## src/rtl/lc3is_pkg.sv

```systemverilog
// Shared types, opcodes and helpers for the LC-3 instruction step unit.
package lc3is_pkg;

    localparam int unsigned ADDR_BITS_DEF = 16;
    localparam logic [15:0] START_PC_DEF  = 16'h3000;

    localparam logic [2:0] FLAG_P = 3'd1;
    localparam logic [2:0] FLAG_Z = 3'd2;
    localparam logic [2:0] FLAG_N = 3'd4;

    localparam logic [3:0] OP_BR   = 4'h0;
    localparam logic [3:0] OP_ADD  = 4'h1;
    localparam logic [3:0] OP_LD   = 4'h2;
    localparam logic [3:0] OP_ST   = 4'h3;
    localparam logic [3:0] OP_JSR  = 4'h4;
    localparam logic [3:0] OP_AND  = 4'h5;
    localparam logic [3:0] OP_LDR  = 4'h6;
    localparam logic [3:0] OP_STR  = 4'h7;
    localparam logic [3:0] OP_RTI  = 4'h8;
    localparam logic [3:0] OP_NOT  = 4'h9;
    localparam logic [3:0] OP_LDI  = 4'hA;
    localparam logic [3:0] OP_STI  = 4'hB;
    localparam logic [3:0] OP_JMP  = 4'hC;
    localparam logic [3:0] OP_RES  = 4'hD;
    localparam logic [3:0] OP_LEA  = 4'hE;
    localparam logic [3:0] OP_TRAP = 4'hF;

    localparam logic FUNC_LOAD = 1'b0;
    localparam logic FUNC_STEP = 1'b1;

    typedef struct packed {
        logic        func;
        logic [15:0] addr;
        logic [15:0] data;
    } in_item_t;

    typedef struct packed {
        logic [15:0] pc_after;
        logic [2:0]  flags;
        logic        halted;
        logic [15:0] instr_word;
        logic [15:0] write_value;
    } out_item_t;

    // Execute-stage decisions handed from the datapath to the sequencer
    typedef struct packed {
        logic        wr_reg;
        logic        rd_mem;
        logic        wr_mem;
        logic        indirect;
        logic        store_ind;
        logic        set_halt;
        logic [15:0] value;
        logic [15:0] pc_next;
        logic [15:0] addr;
    } exec_t;

    function automatic logic [2:0] flags_of(input logic [15:0] v);
        logic [2:0] f;
        if (v == 16'h0000)
            f = FLAG_Z;
        else if (v[15])
            f = FLAG_N;
        else
            f = FLAG_P;
        return f;
    endfunction

endpackage

```

## src/rtl/lc3is_alu.sv

```systemverilog
// Instruction decode, ALU and address generation for the execute cycle.
module lc3is_alu
(
    input  logic [15:0]          instr,
    input  logic [15:0]          src_a,
    input  logic [15:0]          src_b,
    input  logic [15:0]          pc,
    input  logic [2:0]           flags,
    output lc3is_pkg::exec_t     ex
);

    logic [15:0] off9;
    logic [15:0] off6;
    logic [15:0] imm5;
    logic [15:0] opb;
    logic [15:0] pc_rel;
    logic [15:0] base_rel;

    // Sign-extend the offsets, pick the second operand and form the PC- and base-relative addresses
    assign off9     = {{7{instr[8]}}, instr[8:0]};
    assign off6     = {{10{instr[5]}}, instr[5:0]};
    assign imm5     = {{11{instr[4]}}, instr[4:0]};
    assign opb      = instr[5] ? imm5 : src_b;
    assign pc_rel   = pc + off9;
    assign base_rel = src_a + off6;

    always_comb
    begin
        ex = '0;
        ex.pc_next = pc;
        case (instr[15:12])
            lc3is_pkg::OP_ADD:
            begin
                ex.wr_reg = 1'b1;
                ex.value  = src_a + opb;
            end
            lc3is_pkg::OP_AND:
            begin
                ex.wr_reg = 1'b1;
                ex.value  = src_a & opb;
            end
            lc3is_pkg::OP_NOT:
            begin
                ex.wr_reg = 1'b1;
                ex.value  = ~src_a;
            end
            lc3is_pkg::OP_LEA:
            begin
                ex.wr_reg = 1'b1;
                ex.value  = pc_rel;
            end
            lc3is_pkg::OP_BR:
            begin
                if ((instr[11:9] & flags) != 3'b000)
                    ex.pc_next = pc_rel;
            end
            lc3is_pkg::OP_JMP:
            begin
                ex.pc_next = src_a;
            end
            lc3is_pkg::OP_LDI:
            begin
                ex.rd_mem   = 1'b1;
                ex.indirect = 1'b1;
                ex.addr     = pc_rel;
            end
            lc3is_pkg::OP_LDR:
            begin
                ex.rd_mem = 1'b1;
                ex.addr   = base_rel;
            end
            lc3is_pkg::OP_STI:
            begin
                ex.rd_mem    = 1'b1;
                ex.store_ind = 1'b1;
                ex.addr      = pc_rel;
                ex.value     = src_b;
            end
            lc3is_pkg::OP_ST:
            begin
                ex.wr_mem = 1'b1;
                ex.addr   = pc_rel;
                ex.value  = src_b;
            end
            lc3is_pkg::OP_STR:
            begin
                ex.wr_mem = 1'b1;
                ex.addr   = base_rel;
                ex.value  = src_b;
            end
            lc3is_pkg::OP_RTI, lc3is_pkg::OP_RES:
            begin
                ex.set_halt = 1'b1;
            end
            lc3is_pkg::OP_JSR, lc3is_pkg::OP_LD, lc3is_pkg::OP_TRAP:
            begin
                ex.wr_reg = 1'b0;
            end
            default:
            begin
                ex.wr_reg = 1'b0;
            end
        endcase
    end

endmodule

```

## config.mk

```make
export PLATFORM = sky130hd
export DESIGN_NAME = lc3is_alu
export DESIGN_NICKNAME = d
export VERILOG_FILES = /design/src/rtl/lc3is_pkg.sv /design/src/rtl/lc3is_alu.sv
export SDC_FILE = /design/constraint.sdc
export NUM_CORES = 1
export LEC_CHECK = 0
export CAP_MARGIN = 20
export CORE_MARGIN = 2
export CORE_UTILIZATION = 43
export DETAILED_ROUTE_END_ITERATION = 8
export DONT_BUFFER_PORTS = 1
export SLEW_MARGIN = 30
export SYNTH_ARGS = -nofsm -noshare
export SYNTH_HDL_FRONTEND = slang
export SYNTH_SLANG_ARGS = --single-unit
export TNS_END_PERCENT = 100
```

## constraint.sdc

```tcl
create_clock -name vclk -period 19.5
set_clock_uncertainty 0.2 [all_clocks]
set_input_delay 5.85 -clock vclk [all_inputs]
set_output_delay 5.85 -clock vclk [all_outputs]
set_load 0.02 [all_outputs]
```

Yosys cells after proc, flatten, opt, wreduce, memory -nomap -nowiden
Index checks and enable logic that the tools add are counted.
{"block": "classes", "add_sub_neg": 3, "n_eq_ne": 12, "muxes": 11, "n_bitwise": 3, "n_reduce_logical": 9}
{"operator": "$pmux 16 s5", "n": 1}
{"operator": "$pmux 16 s2", "n": 2}
{"operator": "$add 16x16->16", "n": 3}
{"operator": "$mux 16", "n": 2}
{"operator": "$eq 4x4->1 const B", "n": 7}
{"operator": "$and 16x16->16", "n": 1}
{"operator": "$not 16->16", "n": 1}
{"operator": "$eq 4x3->1 const B", "n": 3}
{"operator": "$reduce_or 3->1", "n": 3}
{"operator": "$mux 1", "n": 6}
{"operator": "$reduce_or 2->1", "n": 3}
{"operator": "$eq 4x1->1 const B", "n": 1}
{"operator": "$eq 4x2->1 const B", "n": 1}
{"operator": "$logic_not 4->1", "n": 1}
{"operator": "$reduce_or 4->1", "n": 1}
{"operator": "$and 3x3->3", "n": 1}
{"operator": "$reduce_bool 3->1", "n": 1}
{"block": "totals", "ff_bits": 0, "input_bits": 67, "out_inout_bits": 54, "wordCells": 38}

Longest topological paths before layout
Gate-level depths: netlist (run 1).
{"block": "depth", "ltp_word": 4, "mapped_depth": 13, "mapped_depth_nobuf": 11}

Worst setup path before layout (run 1)
Ideal clock, no wire load.
{"block": "synth_timing", "path_kind": "input to output", "start": "input port instr[5]", "end": "output port ex[46] in the netlist's numbering", "t_arrival_ns": 8.639, "t_required_ns": 13.450, "slack_ns": 4.811, "cell_stages": 12, "path_buffers": 1, "path_cell_list": "clkbuf_1 -> mux2_2 -> ha_1 -> fa_1 -> a21o_1 -> nand3_1 -> a21oi_1 -> o31ai_1 -> a21boi_1 -> o21ai_1 -> mux2_1 -> o221ai_1"}
{"item": "start, declared", "line": "lc3is_alu.sv:4", "text": "input logic [15:0] instr,"}
{"item": "end, declared", "line": "lc3is_alu.sv:9", "text": "output lc3is_pkg::exec_t ex"}

==> run summary, run 1 <==
DR WL/cell: 21.28 µm
Resize count post-CTS: 0
drt first pass iters: 6
largest area contributor in the netlist: ha_1
crit start category: primary input
drc violations: 0
Antenna diodes: 0
Tmin final: 14.71 ns
Cells after Synth: 463
Final Hold Vio Count: 0
pwr dens: 36.58 nW/µm²
GR Overflow Total: 0
RSZ-0062 raised after global routing: no
Cell Area, Synth: 3162 µm²
worst slew pin tran: 0.9341 ns
fin area: 3246 µm²
layout cells sized above 1: 0.07383
clk_buf instances: 0
Setup TNS: 0 ns
die area: 8055 µm²
total wire length: 11,620 µm
area delta synth->final: 2.651%
Crit Path Category: in2out
Register Area: 0 µm²
postcts setup bufs: 0
hpwl dp: 9287 µm
largest cells by area after synthesis: ha_1 18%, xnor2_1 6.6%, o21ai_0 6.2%
Worst setup EP type: primary output
die width: 89.75 µm
row count: 31
critical path arrival: 8.66 ns
DR vias: 3,640
largest net degree at the start of global routing: 30
post-DR vias/cell: 6.667
share of the synthesized area in the top cell type: 0.1820
Netlist cell types: 65
DRT antenna net count: 0
cts-stage hold buffer count: 0
Initial Util: 0.4406
initial antenna violation count: 0
Slew Viols, Final: 0
chip height: 89.75 µm
Seq/Total Area, Yosys: 0
fin crit share: 0.7544
core region area: 7176 µm²
worst-path fanout max: 29
FFs & Latches: 0
syn_area_per_cell: 6.829 µm²
Commonest cells post-synth: 46 x ha_1, 44 x nor2_1, 41 x nand2_1
WHS: 11.58 ns
Port Buffers: 0
hold crit path type: in2out
Nets: 565
placed instance area: 3246 µm²
vias in the first global route: 3,421
Post-Syn Nets: 579
endpoints failing setup: 0
first-pass GRT wire length: 18,390 µm
relative slew slack: 0.3750
synth warn: 0
maximum VDD drop: 0.00001395 V
1st-iter DRT viols: 246
FMAX: 67.98 MHz
most frequent cell after synthesis: ha_1
max cap viols: 0
leakage power: 1.348 nW
Placer Congestion: 0.9471
outcome: finished, final reports clean
# IOs: 121
Overall Global Routing Usage: 0.2735
critical path required time: 13.45 ns
total power: 0.1187 mW
[stage by stage]
stage,instances,setup slack [ns],utilization
final,546,4.790,0.4523
after global routing,546,4.694,0.4523
after floorplan,463,4.811,-
after CTS,546,4.841,0.4523
after global placement,546,4.901,0.4507
after detailed placement,546,4.858,0.4523
[layout make-up]
type / count / area [µm²]
well taps: 99 / 123.9
inverters: 25 / 93.84
multi-input cells: 418 / 2998
repair buffers: 4 / 30.03
fillers: 759 / 3930
[layer usage]
metal | part of all wire | global-route usage
met3 | 0.099 | 0.05951
met5 | 0 | 0
met2 | 0.45 | 0.4564
met1 | 0.41 | 0.3524
met4 | 0.036 | 0.08590
[cells in the final DEF (no fill, tap or decap), types with 4 or more instances in the layout]
cell type and instances:
inv_1 23, nand4_1 4, xnor2_1 24, or2_2 4, a21o_1 10, a221o_1 4
nand3_1 8, o21bai_1 5, o21a_1 5, nand2_1 41, o221ai_1 5, mux2_2 4
a22oi_1 22, o22ai_1 7, nand2b_1 5, xor2_1 13, a21oi_1 35, o21ai_1 14
nor2_1 44, ha_1 46, a221oi_1 8, buf_4 4, o21ai_0 39, a32oi_1 4
o31ai_1 5, o211ai_1 4
[cells by family after synthesis]
| kind of cell | count (synthesis) | share of synthesized area |
|---|---|---|
| xor+xnor | 37 | 0.1025 |
| compound gates | 200 | 0.4369 |
| mux | 6 | 0.02255 |
| fa+ha+maj | 49 | 0.2010 |
| simple gates | 126 | 0.1801 |
| buf+inv | 45 | 0.05698 |
[worst max-delay path: stages]
cell and delay, ns:
mux2_2 0.32, ha_1 0.22, fa_1 0.42, a21o_1 0.19, nand3_1 0.11, a21oi_1 0.09
o31ai_1 0.35, a21boi_1 0.15, o21ai_1 0.16, mux2_1 0.33, o221ai_1 0.46
[path summary, 6_finish.rpt]
path,from,to,cells past startpoint,slack (ns)
setup / recovery,instr[5],ex[46],11,4.79
hold / removal,instr[15],ex[51],1,11.58
[power breakdown]
part | switching (mW) | internal, mW | total [mW]
clock | 0 | 0 | 0
combinational | 0.0751 | 0.0436 | 0.119
sequential | 0 | 0 | 0
Power figures use the tool's default switching activity.
==> inputs of run 2 (changes only) <==
- ABC_AREA: unset -> 1
- clock period: 19.5 -> 14 ns (I/O delays scaled with it)
==> run 2 against run 1 <==
Against the previous run: sequential share of layout area did not move; area after synthesis rose by 29%; power rose by 51%; global-route usage rose by 0.18 points; non-clock buffer count fell by 4; critical path depth did not move; largest cell class unchanged; clock-buffer cell count did not move; cell count rose by 68%; flip-flop and latch count did not move; critical endpoint is now ex[43]; largest power group unchanged; synthesized cell count rose by 78%; first-iteration DRC count rose by 11%.
==> run summary, run 2 <==
crit-path max cell delay: 0.39 ns (was 0.46 ns)
RSZ-0062 raised after global routing: no (unchanged)
Final Hold Vio Count: 0 (unchanged)
CP Launch Point: instr[5] (unchanged)
worst-path fanout max: 33 (was 29)
drc violations: 0 (unchanged)
routing usage on met3: 0.04486 (was 0.05951)
Worst setup EP type: primary output (unchanged)
GR Overflow Total: 0 (unchanged)
critical path arrival: 6.12 ns (was 8.66 ns)
fin area: 4125 µm² (was 3246 µm²)
Post-Syn Nets: 938 (was 579)
drt first pass iters: 6 (unchanged)
Initial Util: 0.4427 (was 0.4406)
hpwl dp: 12,290 µm (was 9287 µm)
largest cells by area after synthesis: nand2_1 27%, ha_1 14%, inv_1 13% (was ha_1 18%, xnor2_1 6.6%, o21ai_0 6.2%)
area delta synth->final: 1.322% (was 2.651%)
total wire length: 14,460 µm (was 11,620 µm)
outcome: finished, final reports clean (unchanged)
endpoints failing setup: 0 (unchanged)
largest net degree at the start of global routing: 34 (was 30)
most frequent cells in the layout: 292 x nand2_1, 138 x inv_1, 87 x nand3_1 (was 46 x ha_1, 44 x nor2_1, 41 x nand2_1)
placed instance area: 4125 µm² (was 3246 µm²)
DRT antenna net count: 0 (unchanged)
crit start category: primary input (unchanged)
Seq/Total Area, Yosys: 0 (unchanged)
leakage power: 2.419 nW (was 1.348 nW)
layout cells sized above 1: 0.01609 (was 0.07383)
postcts setup bufs: 0 (unchanged)
post-DR vias/cell: 5.658 (was 6.667)
Bufs and invs on worst path: 0 (unchanged)
slowest CP cell: ha_1 (was o221ai_1)
Nets: 926 (was 565)
Tmin final: 10.52 ns
Slew Viols, Final: 0 (unchanged)
DR vias: 5,200 (was 3,640)
cts-stage hold buffer count: 0 (unchanged)
fin crit share: 0.7511
hold crit path type: in2out (unchanged)
share of the synthesized area in the top cell type: 0.2692 (was 0.1820)
DR WL/cell: 15.73 µm (was 21.28 µm)
Setup TNS: 0 ns (unchanged)
critical path required time: 9.60 ns (was 13.45 ns)
instance count on the critical path: 11 (unchanged)
GR Util met2: 0.4707 (was 0.4564)
relative slew slack: 0.3984 (was 0.3750)
pwr dens: 43.47 nW/µm² (was 36.58 nW/µm²)
# IOs: 121 (unchanged)
most frequent cell after synthesis: nand2_1 (was ha_1)
row count: 35 (was 31)
largest area contributor in the netlist: nand2_1 (was ha_1)
Cells after Synth: 822 (was 463)
Port Buffers: 0 (unchanged)
synth warn: 0 (unchanged)
Register Area: 0 µm² (unchanged)
die width: 101.3 µm (was 89.75 µm)
most common cell after layout, fill and taps aside: nand2_1 (was ha_1)
Commonest cells post-synth: 292 x nand2_1, 138 x inv_1, 87 x nand3_1 (was 46 x ha_1, 44 x nor2_1, 41 x nand2_1)
chip height: 101.3 µm (was 89.75 µm)
Most Used Layer, Global Route: met2 (unchanged)
Cell Area, Synth: 4071 µm² (was 3162 µm²)
Resize count post-CTS: 0 (unchanged)
maximum VDD drop: 0.00001736 V (was 0.00001395 V)
CP Cell Sequence: nand2_1 -> o21ai_0 -> ha_1 -> nand2_1 -> nor2_1 -> nand3_1 -> nand2_1 -> nand2_1 -> nand3_1 -> nand3_1 -> nand3_1 (was mux2_2 -> ha_1 -> fa_1 -> a21o_1 -> nand3_1 -> a21oi_1 -> o31ai_1 -> a21boi_1 -> o21ai_1 -> mux2_1 -> o221ai_1)
Setup crit end: ex[43] (was ex[46])
FMAX: 95.10 MHz
worst slew pin tran: 0.8930 ns (was 0.9341 ns)
die area: 10,260 µm² (was 8055 µm²)
initial antenna violation count: 0 (unchanged)
GRT met1 Usage: 0.3551 (was 0.3524)
Placer Congestion: 0.9471 (unchanged)
core region area: 9196 µm² (was 7176 µm²)
FFs & Latches: 0 (unchanged)
Crit Path Category: in2out (unchanged)
Overall Global Routing Usage: 0.2753 (was 0.2735)
vias in the first global route: 4,875 (was 3,421)
first-pass GRT wire length: 23,000 µm (was 18,390 µm)
clk_buf instances: 0 (unchanged)
Antenna diodes: 0 (unchanged)
max cap viols: 0 (unchanged)
1st-iter DRT viols: 274 (was 246)
Crit path max-delay family: simple AND/OR/NAND/NOR gates (was compound AO/OA/AOI/OAI gates)
Netlist cell types: 32 (was 65)
syn_area_per_cell: 4.953 µm² (was 6.829 µm²)
[run 2: changes by cell type after synthesis, moves of 19 or more]
cell / delta
inv_1: +115
nor2_1: +20
a22oi_1: -22
nand2_1: +251
nand3_1: +79
a21oi_1: +19
xnor2_1: -24
[run 2: cell type report]
cell class	instances	area, µm²
Fill cell	1064	5071
Multi-Input combinational cell	667	3457
Inverter	141	529.3
Tap cell	111	138.9
[run 2: where the power goes]
group / switching (mW) / total, mW / internal [mW]
clock network: 0 / 0 / 0
logic: 0.126 / 0.179 / 0.0536
registers: 0 / 0 / 0
total: 0.126 / 0.179 / 0.0536
[run 2: stage by stage]
step	setup slack [ns]	instances	total power, mW	hold WS (ns)	util
after CTS	3.508	919	0.1773	8.283	0.4486
after floorplan	3.702	822	0.1433	8.280	-
after global routing	3.264	919	0.2024	8.285	0.4486
final	3.485	919	0.1793	8.282	0.4486
after global placement	3.507	919	0.1737	8.284	0.4486
after detailed placement	3.522	919	0.1766	8.283	0.4486
[run 2: how the worst min path moves through the flow]
stage                         start     end  cells past startpoint
after floorplan           instr[12]  ex[50]                      1
after detailed placement  instr[15]  ex[51]                      1
after global placement    instr[15]  ex[51]                      1
after CTS                 instr[15]  ex[51]                      1
after global routing      instr[12]  ex[50]                      1
final                     instr[15]  ex[51]                      1
[run 2: layer usage]
metal,vias up,share of wire,routed length (µm)
met5,-,0,0
met4,0,0.039,570
met3,40,0.082,1190
met2,216,0.45,6496
met1,2308,0.43,6202
li1,2636,-,-
[run 2: cells by family (layout without fill, tap and decap cells)]
logic type	after synthesis	in the layout	share of synthesized area
AND/OR/NAND/NOR	469	469	0.4813
XOR/XNOR	9	9	0.01936
buffers and inverters	155	141	0.1509
AO/OA/AOI/OAI	140	140	0.1924
adder cells (fa/ha/maj)	49	49	0.1561
